File: src/rtl/aaq_pkg.sv
`default_nettype none

package aaq_pkg;

	// CORDIC datapath: Q2.30 with headroom for the quadrant fold
	localparam int CORDIC_W = 34;
	localparam int ATAN_LEN = 32;

	localparam logic signed [CORDIC_W-1:0] Q30_HALF_PI  = 34'sd1686629713;
	localparam logic signed [CORDIC_W-1:0] Q30_PI       = 34'sd3373259426;
	localparam logic signed [CORDIC_W-1:0] Q30_GAIN_INV = 34'sd652032874;

	// atan(2^-i), rounded, Q2.30
	localparam logic [31:0] ATAN_Q30 [ATAN_LEN] = '{
		32'd843314857, 32'd497837829, 32'd263043837, 32'd133525159,
		32'd67021687,  32'd33543516,  32'd16775851,  32'd8388437,
		32'd4194283,   32'd2097149,   32'd1048576,   32'd524288,
		32'd262144,    32'd131072,    32'd65536,     32'd32768,
		32'd16384,     32'd8192,      32'd4096,      32'd2048,
		32'd1024,      32'd512,       32'd256,       32'd128,
		32'd64,        32'd32,        32'd16,        32'd8,
		32'd4,         32'd2,         32'd1,         32'd0
	};

	// normalised squared length and its root
	localparam int RAD_W  = 64;
	localparam int ROOT_W = 32;

endpackage

`default_nettype wire

File: src/rtl/aaq_sqrt.sv
`default_nettype none

module aaq_sqrt #(
	parameter int TAG_W = 8
) (
	input  wire                              clk,
	input  wire                              arst_n,
	input  wire                              en,
	input  wire                              in_valid,
	input  wire  [aaq_pkg::RAD_W-1:0]        rad,
	input  wire  [TAG_W-1:0]                 in_tag,
	output logic                             out_valid,
	output logic [aaq_pkg::ROOT_W-1:0]       root,
	output logic [TAG_W-1:0]                 out_tag
);

	localparam int N = aaq_pkg::ROOT_W;

	logic [N:0]         v_s;
	logic [2*N-1:0]     rest_s [N+1];
	logic [N+3:0]       rem_s  [N+1];
	logic [N-1:0]       root_s [N+1];
	logic [TAG_W-1:0]   tag_s  [N+1];

	always_ff @(posedge clk or negedge arst_n) begin
		if (!arst_n) begin
			v_s <= '0;
		end else if (en) begin
			v_s <= {v_s[N-1:0], in_valid};
		end
	end

	always_ff @(posedge clk) begin
		if (en) begin
			rest_s[0] <= rad;
			rem_s[0]  <= '0;
			root_s[0] <= '0;
			tag_s[0]  <= in_tag;
		end
	end

	// one result bit per stage, two radicand bits brought down each time
	for (genvar j = 0; j < N; j++) begin : g_bit
		logic [N+3:0] rsh, trial;

		assign rsh   = {rem_s[j][N+1:0], rest_s[j][2*N-1 -: 2]};
		assign trial = (N+4)'({root_s[j], 2'b01});

		always_ff @(posedge clk) begin
			if (en) begin
				if (rsh >= trial) begin
					rem_s[j+1]  <= rsh - trial;
					root_s[j+1] <= {root_s[j][N-2:0], 1'b1};
				end else begin
					rem_s[j+1]  <= rsh;
					root_s[j+1] <= {root_s[j][N-2:0], 1'b0};
				end
				rest_s[j+1] <= rest_s[j] << 2;
				tag_s[j+1]  <= tag_s[j];
			end
		end
	end

	assign out_valid = v_s[N];
	assign root      = root_s[N];
	assign out_tag   = tag_s[N];

endmodule

`default_nettype wire

File: config.mk
export PLATFORM = sky130hd
export DESIGN_NAME = aaq_sqrt
export DESIGN_NICKNAME = d
export VERILOG_FILES = /design/src/rtl/aaq_pkg.sv /design/src/rtl/aaq_sqrt.sv
export SDC_FILE = /design/constraint.sdc
export NUM_CORES = 2
export LEC_CHECK = 0
export BUFFER_PORTS_ARGS = -buffer_cell sky130_fd_sc_hd__buf_4
export CAP_MARGIN = 10
export CORE_UTILIZATION = 25
export CTS_CLUSTER_SIZE = 10
export DETAILED_ROUTE_END_ITERATION = 10
export SLEW_MARGIN = 0
export SYNTH_ARGS = -nofsm -noshare
export SYNTH_HDL_FRONTEND = slang
export SYNTH_MEMORY_MAX_BITS = 65536
export SYNTH_SLANG_ARGS = --single-unit
File: constraint.sdc
create_clock -name clk -period 4.1 [get_ports clk]
set_input_delay 0.41 -clock clk [delete_from_list [all_inputs] [get_ports clk]]
set_output_delay 0.41 -clock clk [all_outputs]
set_load 0.005 [all_outputs]
==> Yosys cells after proc, flatten, opt, wreduce, memory -nomap -nowiden <==
Memory sizes are Yosys's and may differ from the RTL's.
Index checks and enable logic that the tools add are counted.
{ "word_totals": {"regBits": 33, "ramBits": 4620, "elab_cells": 391, "mem_count": 4} }
{ "op_classes": {"addsub": 32, "n_lt_le_gt_ge": 32, "n_mux": 258, "bitwise_logic": 64} }
{ "memory_table": {"columns": ["name", "words", "word_bits", "rd", "rd_clocked_by_memory_dff", "write_ports", "line_no", "source"], "rows": [
  ["rest_s", 33, 64, 32, 0, 33, "aaq_sqrt.sv:20", "logic [2*N-1:0] rest_s [N+1];"],
  ["rem_s", 33, 36, 32, 0, 33, "aaq_sqrt.sv:21", "logic [N+3:0] rem_s [N+1];"],
  ["root_s", 33, 32, 33, 0, 33, "aaq_sqrt.sv:22", "logic [N-1:0] root_s [N+1];"],
  ["tag_s", 33, 8, 33, 0, 33, "aaq_sqrt.sv:23", "logic [TAG_W-1:0] tag_s [N+1];"]
]} }
{ "op_table": {"columns": ["operator", "n"], "rows": [
  ["36-bit by 34-bit >= comparator with 1-bit output", 32],
  ["36-bit two-way mux", 32],
  ["36-bit by 34-bit subtractor with 36-bit output", 32],
  ["32-bit two-way mux", 32],
  ["1-bit two-way mux", 194],
  ["1-bit bitwise OR", 64]
]} }

==> Depth between registers and ports, before layout <==
An unclocked memory read counts as a cell.
{ "logic_depth": {"word_depth": 6, "mapped_depth": 14, "ltp_nobuf": 12} }

==> Worst setup path before layout <==
No wires, ideal clock.
{ "synth_timing": {"path_type": "register to register", "startpoint": "mem rem_s[9][11] in the netlist's numbering", "endpoint": "mem rem_s[10][33] in the netlist's numbering (data pin)", "setup_ps": 271, "arrival_ps": 3401, "required_ps": 3829, "slack_ps": 427, "path_stages_with_launch": 11, "path_buffers": 1, "path_cell_list": "edfxtp_1 or4_1 or3_1 or3_1 or4_1 or4_1 a211oi_2 or3_1 buf_4 nor4_1 xor2_1"} }
{ "synth_rtl": {"columns": ["element", "line_no"], "rows": [
  ["start: declaration", "aaq_sqrt.sv:21"]
]} }

==> impl_metrics.py <==
metrics = {
    "yosys": {
        "synth_area_leaders": "edfxtp_1, ha_1, xnor2_1, xor2_1, o21ai_0",
        "synth_cells": 9628,
        "yosysMostFrequentCell": "edfxtp_1",
        "ys_ff_latch": 2884,
        "syn_area_um2": 129200,
        "avgSynthCellArea_um2": 13.42,
        "syn_nets": 10270,
        "yosysTopAreaCellShare_pct": 66.23,
        "synth_cell_types": 84,
        "netlist_top_cells_count": "edfxtp_1, inv_1, nand2_1, ha_1, nor2_1",
        "synth_edf_count": 2850,
        "ys_warn_count": 0,
        "yosysSeqAreaShare_pct": 66.89,
        "synth_ff_type": "edfxtp_1",
        "async_flop_share_pct": 1.144,
        "yosys.area.top_type": "edfxtp_1",
    },
    "drt": {
        "drt_iter0_markers": 4779,
        "num_vias": 73490,
        "viasPerCell": 4.286,
        "firstDrtPassIters": 7,
        "drc": 0,
        "wl_per_cell_um": 14.27,
        "routed_wl_um": 244700,
        "ant_nets": 0,
    },
    "sta": {
        "fin_skew_ps": 96.53,
        "fmax_mhz": 262.1,
        "finalSetupViolCount": 0,
        "slew_viol_final": 0,
        "rsz0062_at_grt": "false",
        "tightest_slew_ps": 987.3,
        "setup_tns_ps": 0,
        "min_period_ps": 3816,
        "maxSlewHeadroom_pct": 34.18,
        "whs_ps": 152.4,
        "hold_viol_final": 0,
        "finalCritPeriodShare_pct": 93.07,
    },
    "floorplanning": {
        "rows": 263,
        "die_h_um": 720.9,
        "initial_core_util_pct": 25.14,
        "core-area_um2": 514000,
        "dieArea_um2": 519700,
        "pin_count": 117,
        "die_x_um": 720.9,
    },
    "setup_path": {
        "crit_path_start_kind": "flip-flop",
        "cp.arrival_ps": 4410,
        "rrSetupSlack_ps": 280,
        "crit_fanout": 25,
        "r2r_cells": 11,
        "cp.required_ps": 4690,
        "r2r_start": "rem_s[28][2]$_DFFE_PP_",
        "worstSetupPathType": "reg2reg",
        "worstSetupEndpointType": "flip-flop",
        "timing.rr.end": "rem_s[29][5]$_DFFE_PP_",
    },
    "worst_hold_path": {
        "hold_path_depth": 2,
        "holdPathEnd": "rest_s[0][35]$_DFFE_PP_",
        "hp-class": "in2reg",
        "hp-start": "rad[35]",
    },
    "cts": {
        "cts_setup_buffers": 0,
        "clkLatencyLatePin_ps": 970,
        "h-tree-depth": 5,
        "clk_pin_slew_ps": 50,
        "clock_sinks": 2884,
        "numCtsBuffers": 343,
        "root_buffer": "clkbuf_16",
        "tritoncts": "yes",
        "cts_max_path_buffers": 4,
    },
    "global_route": {
        "grt.total_usage_pct": 9.061,
        "grt_start_max_net_pins": 186,
        "grt_overflow_total": 0,
        "grt_pass1_wl_um": 387900,
        "antenna_found_initial": 4,
        "grt_pass1_vias": 73440,
    },
    "power_and_ir_drop": {
        "power_per_cell_area_nw_per_um2": 535.1,
        "leakagePower_nw": 55.20,
        "vdd_drop_max_v": 0.0004749,
    },
    "cells_and_area": {
        "fin_nets": 10760,
        "area_delta_synth_final_pct": 16.04,
        "fillCellCount": 51750,
        "drive_above_1_share_pct": 8.346,
        "fin_util_pct": 29.17,
    },
    "place": {
        "port_buffers": 116,
        "routabilityCongestion": 0.8946,
        "dp_hpwl_um": 170100,
    },
    "outcome": {
        "status": "completed",
    },
    "job": {
        "maxCapViolCount": 0,
    },
}
-- through the flow --
| step | total power, mW | instance area (um^2) | setup WS, ps | cells |
|---|---|---|---|---|
| after floorplan | 49.25 | 129200 | 427.1 | 9628 |
| after global placement | 53.37 | 139400 | 84.07 | 16590 |
| after detailed placement | 53.50 | 139400 | 108.0 | 16590 |
| after CTS | 81.46 | 149900 | 80.76 | 17150 |
| after global routing | 84.51 | 149900 | 79.98 | 17150 |
| final | 80.24 | 149900 | 284.1 | 17150 |
-- where the power goes --
group / internal (mW) / leakage [nW] / switching, mW
sequential: 36.8 / 27.9 / 2.02
combinational: 6.15 / 22.6 / 7.98
clock: 15.6 / 4.74 / 11.7
-- timing repair --
item	CTS	global route
resized for setup	0	3
hold buffers	77	0
endpoints found under the setup margin	0	20
hold endpoints to repair	119	0
-- cell usage in the layout (no fill, tap or decap), drive strengths merged, types with 230 or more instances in the layout --
cell type,netlist,routed
nand2,682,682
a21o,230,230
nor2,556,556
buf,15,277
ha,563,563
o21ai,544,544
a21oi,523,523
xnor2,430,430
edfxtp,2850,2850
xor2,420,420
clkbuf,186,403
inv,700,715
-- worst max-delay path, stage by stage (launching register included) --
cell,delay (ps)
edfxtp_1,400
ha_1,370
nand2_1,190
a211oi_1,110
o41a_1,380
a31oi_1,410
o311ai_0,280
o41ai_1,550
buf_4,210
a21o_1,140
buf_4,280
o21ai_0,200
-- worst max-delay path by stage --
stage	startpoint	end	cells past startpoint	slack (ps)
floorplan	rem_s[9][11]$_DFFE_PP_	rem_s[10][33]$_DFFE_PP_	10	430
global placement	rem_s[29][13]$_DFFE_PP_	rem_s[30][31]$_DFFE_PP_	10	80
detailed placement	rem_s[29][0]$_DFFE_PP_	rem_s[30][31]$_DFFE_PP_	10	110
CTS	rem_s[29][15]$_DFFE_PP_	rem_s[30][31]$_DFFE_PP_	10	80
global route	root_s[28][2]$_DFFE_PP_	rem_s[29][14]$_DFFE_PP_	14	80
finish	rem_s[28][2]$_DFFE_PP_	rem_s[29][5]$_DFFE_PP_	11	280
-- cell type report --
type / count / area (um^2) / share of cell area [%]
clock inverter: 74 / 917.1 / 0.6116
antenna: 1 / 2.502 / 0.001669
clock buffer: 403 / 8840 / 5.895
multi-input combinational: 5841 / 39470 / 26.32
tap: 6890 / 8621 / 5.749
sequential: 2884 / 86430 / 57.64
timing repair buffer: 353 / 3035 / 2.024
inverter: 702 / 2635 / 1.757
-- sequential cells by signal (all words and copies together) (netlist names) --
name,cells
root_s,528
v_s,33
tag_s,264
rest_s,1056
rem_s,1003
-- layer usage --
layer | up-vias | track usage (%) | part of all wire, %
li1 | 36620 | - | -
met1 | 34910 | 10.47 | 42
met2 | 1348 | 16.28 | 49
met3 | 613 | 1.474 | 3.8
met4 | 0 | 4.329 | 4.8
met5 | - | 0 | 0
-- logic make-up (layout without fill, tap and decap cells) --
kind of cell,count (synthesis),after routing,share of synthesized area (%)
AO/OA/AOI/OAI,1856,1856,8.907
adder cells (fa/ha/maj),563,563,5.452
other,0,1,0
XOR/XNOR,850,850,5.761
flip-flops,2884,2884,66.89
multiplexers,105,105,0.9054
AND/OR/NAND/NOR,2467,2467,9.457
buffers and inverters,903,1532,2.631
Note: power is estimated with default switching activity, not from simulation.
