File: src/rtl/aaq_pkg.sv
`default_nettype none

package aaq_pkg;

	// CORDIC datapath: Q2.30 with headroom for the quadrant fold
	localparam int CORDIC_W = 34;
	localparam int ATAN_LEN = 32;

	localparam logic signed [CORDIC_W-1:0] Q30_HALF_PI  = 34'sd1686629713;
	localparam logic signed [CORDIC_W-1:0] Q30_PI       = 34'sd3373259426;
	localparam logic signed [CORDIC_W-1:0] Q30_GAIN_INV = 34'sd652032874;

	// atan(2^-i), rounded, Q2.30
	localparam logic [31:0] ATAN_Q30 [ATAN_LEN] = '{
		32'd843314857, 32'd497837829, 32'd263043837, 32'd133525159,
		32'd67021687,  32'd33543516,  32'd16775851,  32'd8388437,
		32'd4194283,   32'd2097149,   32'd1048576,   32'd524288,
		32'd262144,    32'd131072,    32'd65536,     32'd32768,
		32'd16384,     32'd8192,      32'd4096,      32'd2048,
		32'd1024,      32'd512,       32'd256,       32'd128,
		32'd64,        32'd32,        32'd16,        32'd8,
		32'd4,         32'd2,         32'd1,         32'd0
	};

	// normalised squared length and its root
	localparam int RAD_W  = 64;
	localparam int ROOT_W = 32;

endpackage

`default_nettype wire

File: src/rtl/aaq_cordic.sv
`default_nettype none

module aaq_cordic #(
	parameter int W      = 16,
	parameter int STEPS  = 16,
	parameter int TAG_W  = 48
) (
	input  wire                                   clk,
	input  wire                                   arst_n,
	input  wire                                   en,
	input  wire                                   in_valid,
	input  wire  signed [W-1:0]                   angle,
	input  wire         [TAG_W-1:0]               in_tag,
	output logic                                  out_valid,
	output logic signed [aaq_pkg::CORDIC_W-1:0]   sin_q30,
	output logic signed [aaq_pkg::CORDIC_W-1:0]   cos_q30,
	output logic        [TAG_W-1:0]               out_tag
);

	localparam int CW = aaq_pkg::CORDIC_W;

	logic [STEPS:0]          v_s;
	logic signed [CW-1:0]    x_s   [STEPS+1];
	logic signed [CW-1:0]    y_s   [STEPS+1];
	logic signed [CW-1:0]    z_s   [STEPS+1];
	logic                    neg_s [STEPS+1];
	logic [TAG_W-1:0]        tag_s [STEPS+1];

	logic signed [CW-1:0] h;
	logic signed [CW-1:0] zf;
	logic                 negf;

	// half angle: Q3.13 angle read directly as Q2.30 of angle/2
	assign h = CW'(angle) <<< (32 - W);

	// fold beyond +-pi/2; sine kept, cosine negated
	always_comb begin
		zf   = h;
		negf = 1'b0;
		if (h > aaq_pkg::Q30_HALF_PI) begin
			zf   = aaq_pkg::Q30_PI - h;
			negf = 1'b1;
		end else if (h < -aaq_pkg::Q30_HALF_PI) begin
			zf   = -aaq_pkg::Q30_PI - h;
			negf = 1'b1;
		end
	end

	always_ff @(posedge clk or negedge arst_n) begin
		if (!arst_n) begin
			v_s <= '0;
		end else if (en) begin
			v_s <= {v_s[STEPS-1:0], in_valid};
		end
	end

	always_ff @(posedge clk) begin
		if (en) begin
			x_s[0]   <= aaq_pkg::Q30_GAIN_INV;
			y_s[0]   <= '0;
			z_s[0]   <= zf;
			neg_s[0] <= negf;
			tag_s[0] <= in_tag;
		end
	end

	for (genvar i = 0; i < STEPS; i++) begin : g_it
		logic signed [CW-1:0] dx, dy, at;

		assign dx = y_s[i] >>> i;
		assign dy = x_s[i] >>> i;
		assign at = $signed(CW'(aaq_pkg::ATAN_Q30[i]));

		always_ff @(posedge clk) begin
			if (en) begin
				if (z_s[i] >= 0) begin
					x_s[i+1] <= x_s[i] - dx;
					y_s[i+1] <= y_s[i] + dy;
					z_s[i+1] <= z_s[i] - at;
				end else begin
					x_s[i+1] <= x_s[i] + dx;
					y_s[i+1] <= y_s[i] - dy;
					z_s[i+1] <= z_s[i] + at;
				end
				neg_s[i+1] <= neg_s[i];
				tag_s[i+1] <= tag_s[i];
			end
		end
	end

	assign out_valid = v_s[STEPS];
	assign sin_q30   = y_s[STEPS];
	assign cos_q30   = neg_s[STEPS] ? -x_s[STEPS] : x_s[STEPS];
	assign out_tag   = tag_s[STEPS];

endmodule

`default_nettype wire

File: config.mk
export PLATFORM = sky130hd
export DESIGN_NAME = aaq_cordic
export DESIGN_NICKNAME = d
export VERILOG_FILES = /design/src/rtl/aaq_pkg.sv /design/src/rtl/aaq_cordic.sv
export SDC_FILE = /design/constraint.sdc
export NUM_CORES = 2
export LEC_CHECK = 0
export BUFFER_PORTS_ARGS = -buffer_cell sky130_fd_sc_hd__buf_4
export CORE_MARGIN = 3
export CORE_UTILIZATION = 50
export DETAILED_ROUTE_END_ITERATION = 8
export PLACE_DENSITY = 0.77
export SETUP_SLACK_MARGIN = 0.3
export SLEW_MARGIN = 20
export SYNTH_ARGS = -nofsm -noshare
export SYNTH_HDL_FRONTEND = slang
export SYNTH_SLANG_ARGS = --single-unit
export TNS_END_PERCENT = 30
File: constraint.sdc
create_clock -name clk -period 6.3 [get_ports clk]
set_input_delay 0 -clock clk [delete_from_list [all_inputs] [get_ports clk]]
set_output_delay 0 -clock clk [all_outputs]
set_load 0.01 [all_outputs]
==> Yosys cells after proc, flatten, opt, wreduce, memory -nomap -nowiden <==
Memories as Yosys holds them, arrays and structs flattened.
Index checks and enable logic that the tools add are counted.
{ "totals": {"reg_bits": 17, "latch_bits": 0, "ramBits": 2567, "mem_bits_ro": 0, "input_bits": 68, "output_inout_bits": 117, "elab_cells": 321, "n_memories": 5} }
{ "mem_list": {"columns": ["memory", "depth", "word_bits", "rd", "rd_clocked_by_memory_dff", "write_ports", "line", "rtl"], "rows": [
  ["tag_s", 17, 48, 17, 0, 17, "aaq_cordic.sv:27", "logic [TAG_W-1:0] tag_s [STEPS+1];"],
  ["x_s", 17, 34, 17, 0, 17, "aaq_cordic.sv:23", "logic signed [CW-1:0] x_s [STEPS+1];"],
  ["y_s", 17, 34, 17, 0, 17, "aaq_cordic.sv:24", "logic signed [CW-1:0] y_s [STEPS+1];"],
  ["z_s", 17, 34, 16, 0, 17, "aaq_cordic.sv:25", "logic signed [CW-1:0] z_s [STEPS+1];"],
  ["neg_s", 17, 1, 17, 0, 17, "aaq_cordic.sv:26", "logic neg_s [STEPS+1];"]
]} }
{ "op_classes": {"add_sub_neg": 98, "n_mul": 0, "div_mod_pow": 0, "n_lt_le_gt_ge": 18, "eq_ne": 0, "shifts": 0, "muxes": 151, "bitwise": 48, "reduce_logical": 0} }
{ "ops": {"columns": ["cell", "n"], "rows": [
  ["$mux W34", 51],
  ["$ge A34 B1 Y1 const B", 16],
  ["$mux W1", 100],
  ["$add A34 B19 Y34", 2],
  ["$add A34 B20 Y34", 2],
  ["$add A34 B21 Y34", 2],
  ["$add A34 B22 Y34", 2],
  ["$add A34 B22 Y34 const B", 2],
  ["$add A34 B23 Y34", 2],
  ["$add A34 B24 Y34", 2],
  ["$add A34 B25 Y34", 2],
  ["$add A34 B26 Y34", 2],
  ["$add A34 B27 Y34", 2],
  ["$add A34 B28 Y34", 2],
  ["$add A34 B29 Y34", 2],
  ["$add A34 B30 Y34", 2],
  ["$add A34 B31 Y34", 2],
  ["$add A34 B32 Y34", 2],
  ["$add A34 B33 Y34", 2],
  ["$sub A33 B32 Y34 const A", 2],
  ["$sub A34 B19 Y34", 2],
  ["$sub A34 B20 Y34", 2],
  ["$sub A34 B21 Y34", 2],
  ["$sub A34 B22 Y34", 2],
  ["46 further kinds", 106]
]} }

==> Logic depth before layout (Yosys ltp) <==
An unclocked memory read counts as a cell.
{ "logic_depth": {"ltp_word": 6, "depth_mapped": 21, "ltp_nobuf": 21} }

==> Worst setup path after synthesis <==
No wires, ideal clock.
{ "synth_path": {"path_type": "reg2reg", "startpoint": "mem x_s[13][18] in the netlist's numbering", "endpoint": "mem y_s[14][32] in the netlist's numbering (data pin)", "setup_ns": 0.262, "arrival_time_ns": 4.743, "required_time_ns": 6.038, "setup_slack_ns": 1.295, "path_stages_with_launch": 19, "path_buffers": 0, "synth_period_minus_slack_ns": 5.005, "path_cell_list": "edfxtp_1 or3_1 or3b_2 or4b_2 nor2_1 inv_1 o21ai_0 xor2_1 ha_1 a21o_1 a21o_1 a211o_1 a31oi_1 o21ai_0 a211o_1 and3_1 a2111oi_0 o21bai_1 xor2_1"} }
{ "synth_lines": {"columns": ["item", "line"], "rows": [
  ["start, declared", "aaq_cordic.sv:23"],
  ["end, declared", "aaq_cordic.sv:24"]
]} }

==> results.cfg <==
[outcome]
status = finished, final reports clean

[clock_network]
clk_pin_slew_ps = 60
clock-root-buffer = clkbuf_16
cts_tree = yes
ctsLongestPathBuffers = 4
clk_latency_ps = 930
cts_setup_buffers = 0
htreeDepth = 4
cts_buffers = 238
clock-sinks = 2253

[grt]
grtUsageTotal_pct = 21.8
grt_pass1_wl_mm = 524
grt_pass1_vias = 98600
grt_overflow_total = 0
antenna_found_initial = 5
grt_max_degree = 187

[detailed_routing]
antenna_left = 0
wl_mm = 332
dr.pass1.iters = 6
drc = 0
wl_per_cell_um = 18.7
via_count = 103000
vias_per_cell = 5.81
drt_iter0_markers = 7998

[sta]
clock.fmax_mhz = 176
rsz0062_at_grt = no
drv_slew = 0
skew_ps = 105
period_share_pct = 90.0
max_slew.worst_pin.slew_ps = 1070
hold_viol = 0
max-slew-margin-rel_pct = 26.7
final.min_clock_period_ps = 5670
fin_tns_setup_ps = 0
final-setup-viol-count = 0

[layout]
syn_to_final_growth_pct = 10.5
final_cell_mix = edfxtp_1, ha_1, a21oi_1
final_layout_size_suffix_gt1_share_pct = 5.81
mostFrequentLayoutCell = edfxtp_1
nNetsFinal = 15200

[yosys]
synth_cells = 13300
synth_area_mm2 = 0.145
synthArstFlopShare_pct = 0.755
yosysSeqAreaShare_pct = 46.7
syn_nets = 14700
ys_ff_latch = 2253
synth_cell_types = 90
synth-edff-count = 2236
syn-mean-instance-area_um2 = 10.9
yosys_warnings = 0
ys.flop_type = edfxtp_1

[critical_path]
critical_path_arrival_ps = 6350
critPathMaxFanout = 5
crit_type = reg2reg
crit_path_start_kind = flop
worst_ep_required_time_ps = 6980
cp-end-kind = flop

[floorplanning]
core-area_mm2 = 0.287
fp-row-count = 196
chipWidth_um = 544
ios = 185
start_util_pct = 50.5
dieArea_mm2 = 0.296
die_h_um = 544

[placed_design]
post-dp-hpwl_mm = 249
io_buffer_count = 184
gp_congestion = 0.957

[flow_run]
maxCapViolCount = 0

[worst_hold_path]
hold_path.class = in2reg
[stage by stage]
stage / utilization, % / worst slack [ps] / instance area [µm²] / hold WS (ps) / instances
after floorplan: - / 1300 / 145000 / -296 / 13300
after global placement: 52.6 / 587 / 151000 / -130 / 17100
after detailed placement: 52.6 / 658 / 151000 / -130 / 17100
after CTS: 55.8 / 613 / 160000 / 88.0 / 17700
after global routing: 55.8 / 334 / 160000 / 98.7 / 17700
final: 55.8 / 628 / 160000 / 120 / 17700
[Yosys cell counts, types with 55 or more instances]
master / count / area share, %
o21ai_0: 722 / 2.5
edfxtp_1: 2236 / 46
clkbuf_1: 175 / 0.45
nor2_1: 907 / 2.4
nor4_1: 79 / 0.34
mux2_2: 55 / 0.43
o21a_1: 169 / 0.88
a21oi_1: 1289 / 4.5
a21o_1: 594 / 3.1
nand3_1: 205 / 0.71
nor3_1: 303 / 1.0
o21bai_1: 167 / 0.87
or3_1: 118 / 0.51
o211ai_1: 66 / 0.34
a21boi_0: 55 / 0.29
and3_1: 117 / 0.51
nor2b_1: 148 / 0.64
or2_2: 55 / 0.24
and2_1: 70 / 0.30
xor2_1: 575 / 3.5
a211oi_1: 103 / 0.53
nand4_1: 68 / 0.29
mux2i_1: 62 / 0.43
nand2b_1: 214 / 0.93
o41ai_1: 60 / 0.36
o31ai_1: 152 / 0.79
a31oi_1: 99 / 0.43
xnor2_1: 1239 / 7.5
inv_1: 532 / 1.4
ha_1: 1346 / 12
nand2_1: 668 / 1.7
[worst paths after layout]
path / end / slack (ps) / start / depth (start not counted)
setup / recovery: y_s[14][32] / 630 / x_s[13][18] / 18
hold / removal: tag_s[0][22] / 120 / en / 2
setup reg to reg: y_s[14][32] / 630 / x_s[13][18] / 18
hold reg to reg: tag_s[1][193] / 390 / tag_s[1][145] / 0
max in group asynchronous: v_s[12] / 5560 / arst_n / 3
min in group asynchronous: v_s[5] / 270 / arst_n / 3
[sequential cells by signal, indices dropped and copies added (netlist names)]
| signal | flops |
|---|---|
| neg_s | 17 |
| tag_s | 816 |
| y_s | 511 |
| v_s | 17 |
| z_s | 408 |
| x_s | 484 |
[kinds of logic after synthesis]
| group | after synthesis | synth area share [%] |
|---|---|---|
| compound gates | 3839 | 16.8 |
| xor+xnor | 1814 | 11.0 |
| fa+ha+maj | 1387 | 12.2 |
| buf+inv | 744 | 1.94 |
| flops | 2253 | 46.7 |
| mux | 117 | 0.857 |
| simple gates | 3120 | 10.6 |
[area by class of cell]
cell class | instances | area (µm²)
clock inverters | 167 | 1620
multi-input cells | 10300 | 74300
clock buffers | 272 | 6080
inverters | 537 | 2020
fillers | 23900 | 127000
repair buffers | 425 | 3610
flip-flops and latches | 2253 | 67600
diodes | 1 | 2.50
well taps | 3762 | 4710
[critical path, stage by stage, from the launching register on]
cell and delay, ps:
edfxtp_1 430, or3_1 410, or3b_2 530, or4b_2 680, nor2_1 260, inv_1 120, o21ai_0 220, xor2_1 200
ha_1 310, nand4_1 170, nor2_1 70, a211o_1 270, a31oi_1 320, o21ai_1 240, a211o_1 320, and3_1 190
a2111oi_0 410, o21bai_1 120, xor2_1 150
[routing by layer]
| layer | share of wire, % | wire length (µm) | up-vias | GRT usage (%) |
|---|---|---|---|---|
| met3 | 4.9 | 16300 | 682 | 2.49 |
| met4 | 3.9 | 12900 | 0 | 8.03 |
| met5 | 0 | 0 | - | 0 |
| met2 | 50 | 166000 | 2657 | 39.0 |
| li1 | - | - | 50700 | - |
| met1 | 41 | 137000 | 48700 | 27.0 |
[what timing repair did]
action | in CTS | in global routing
endpoints found under the setup margin | 0 | 1
endpoints found under the hold margin | 480 | 0
gates resized for setup | 0 | 1
hold buffers | 146 | 0
Power is not shown: default switching activity piles up to over one toggle a cycle in this logic, so the estimate is an artifact.
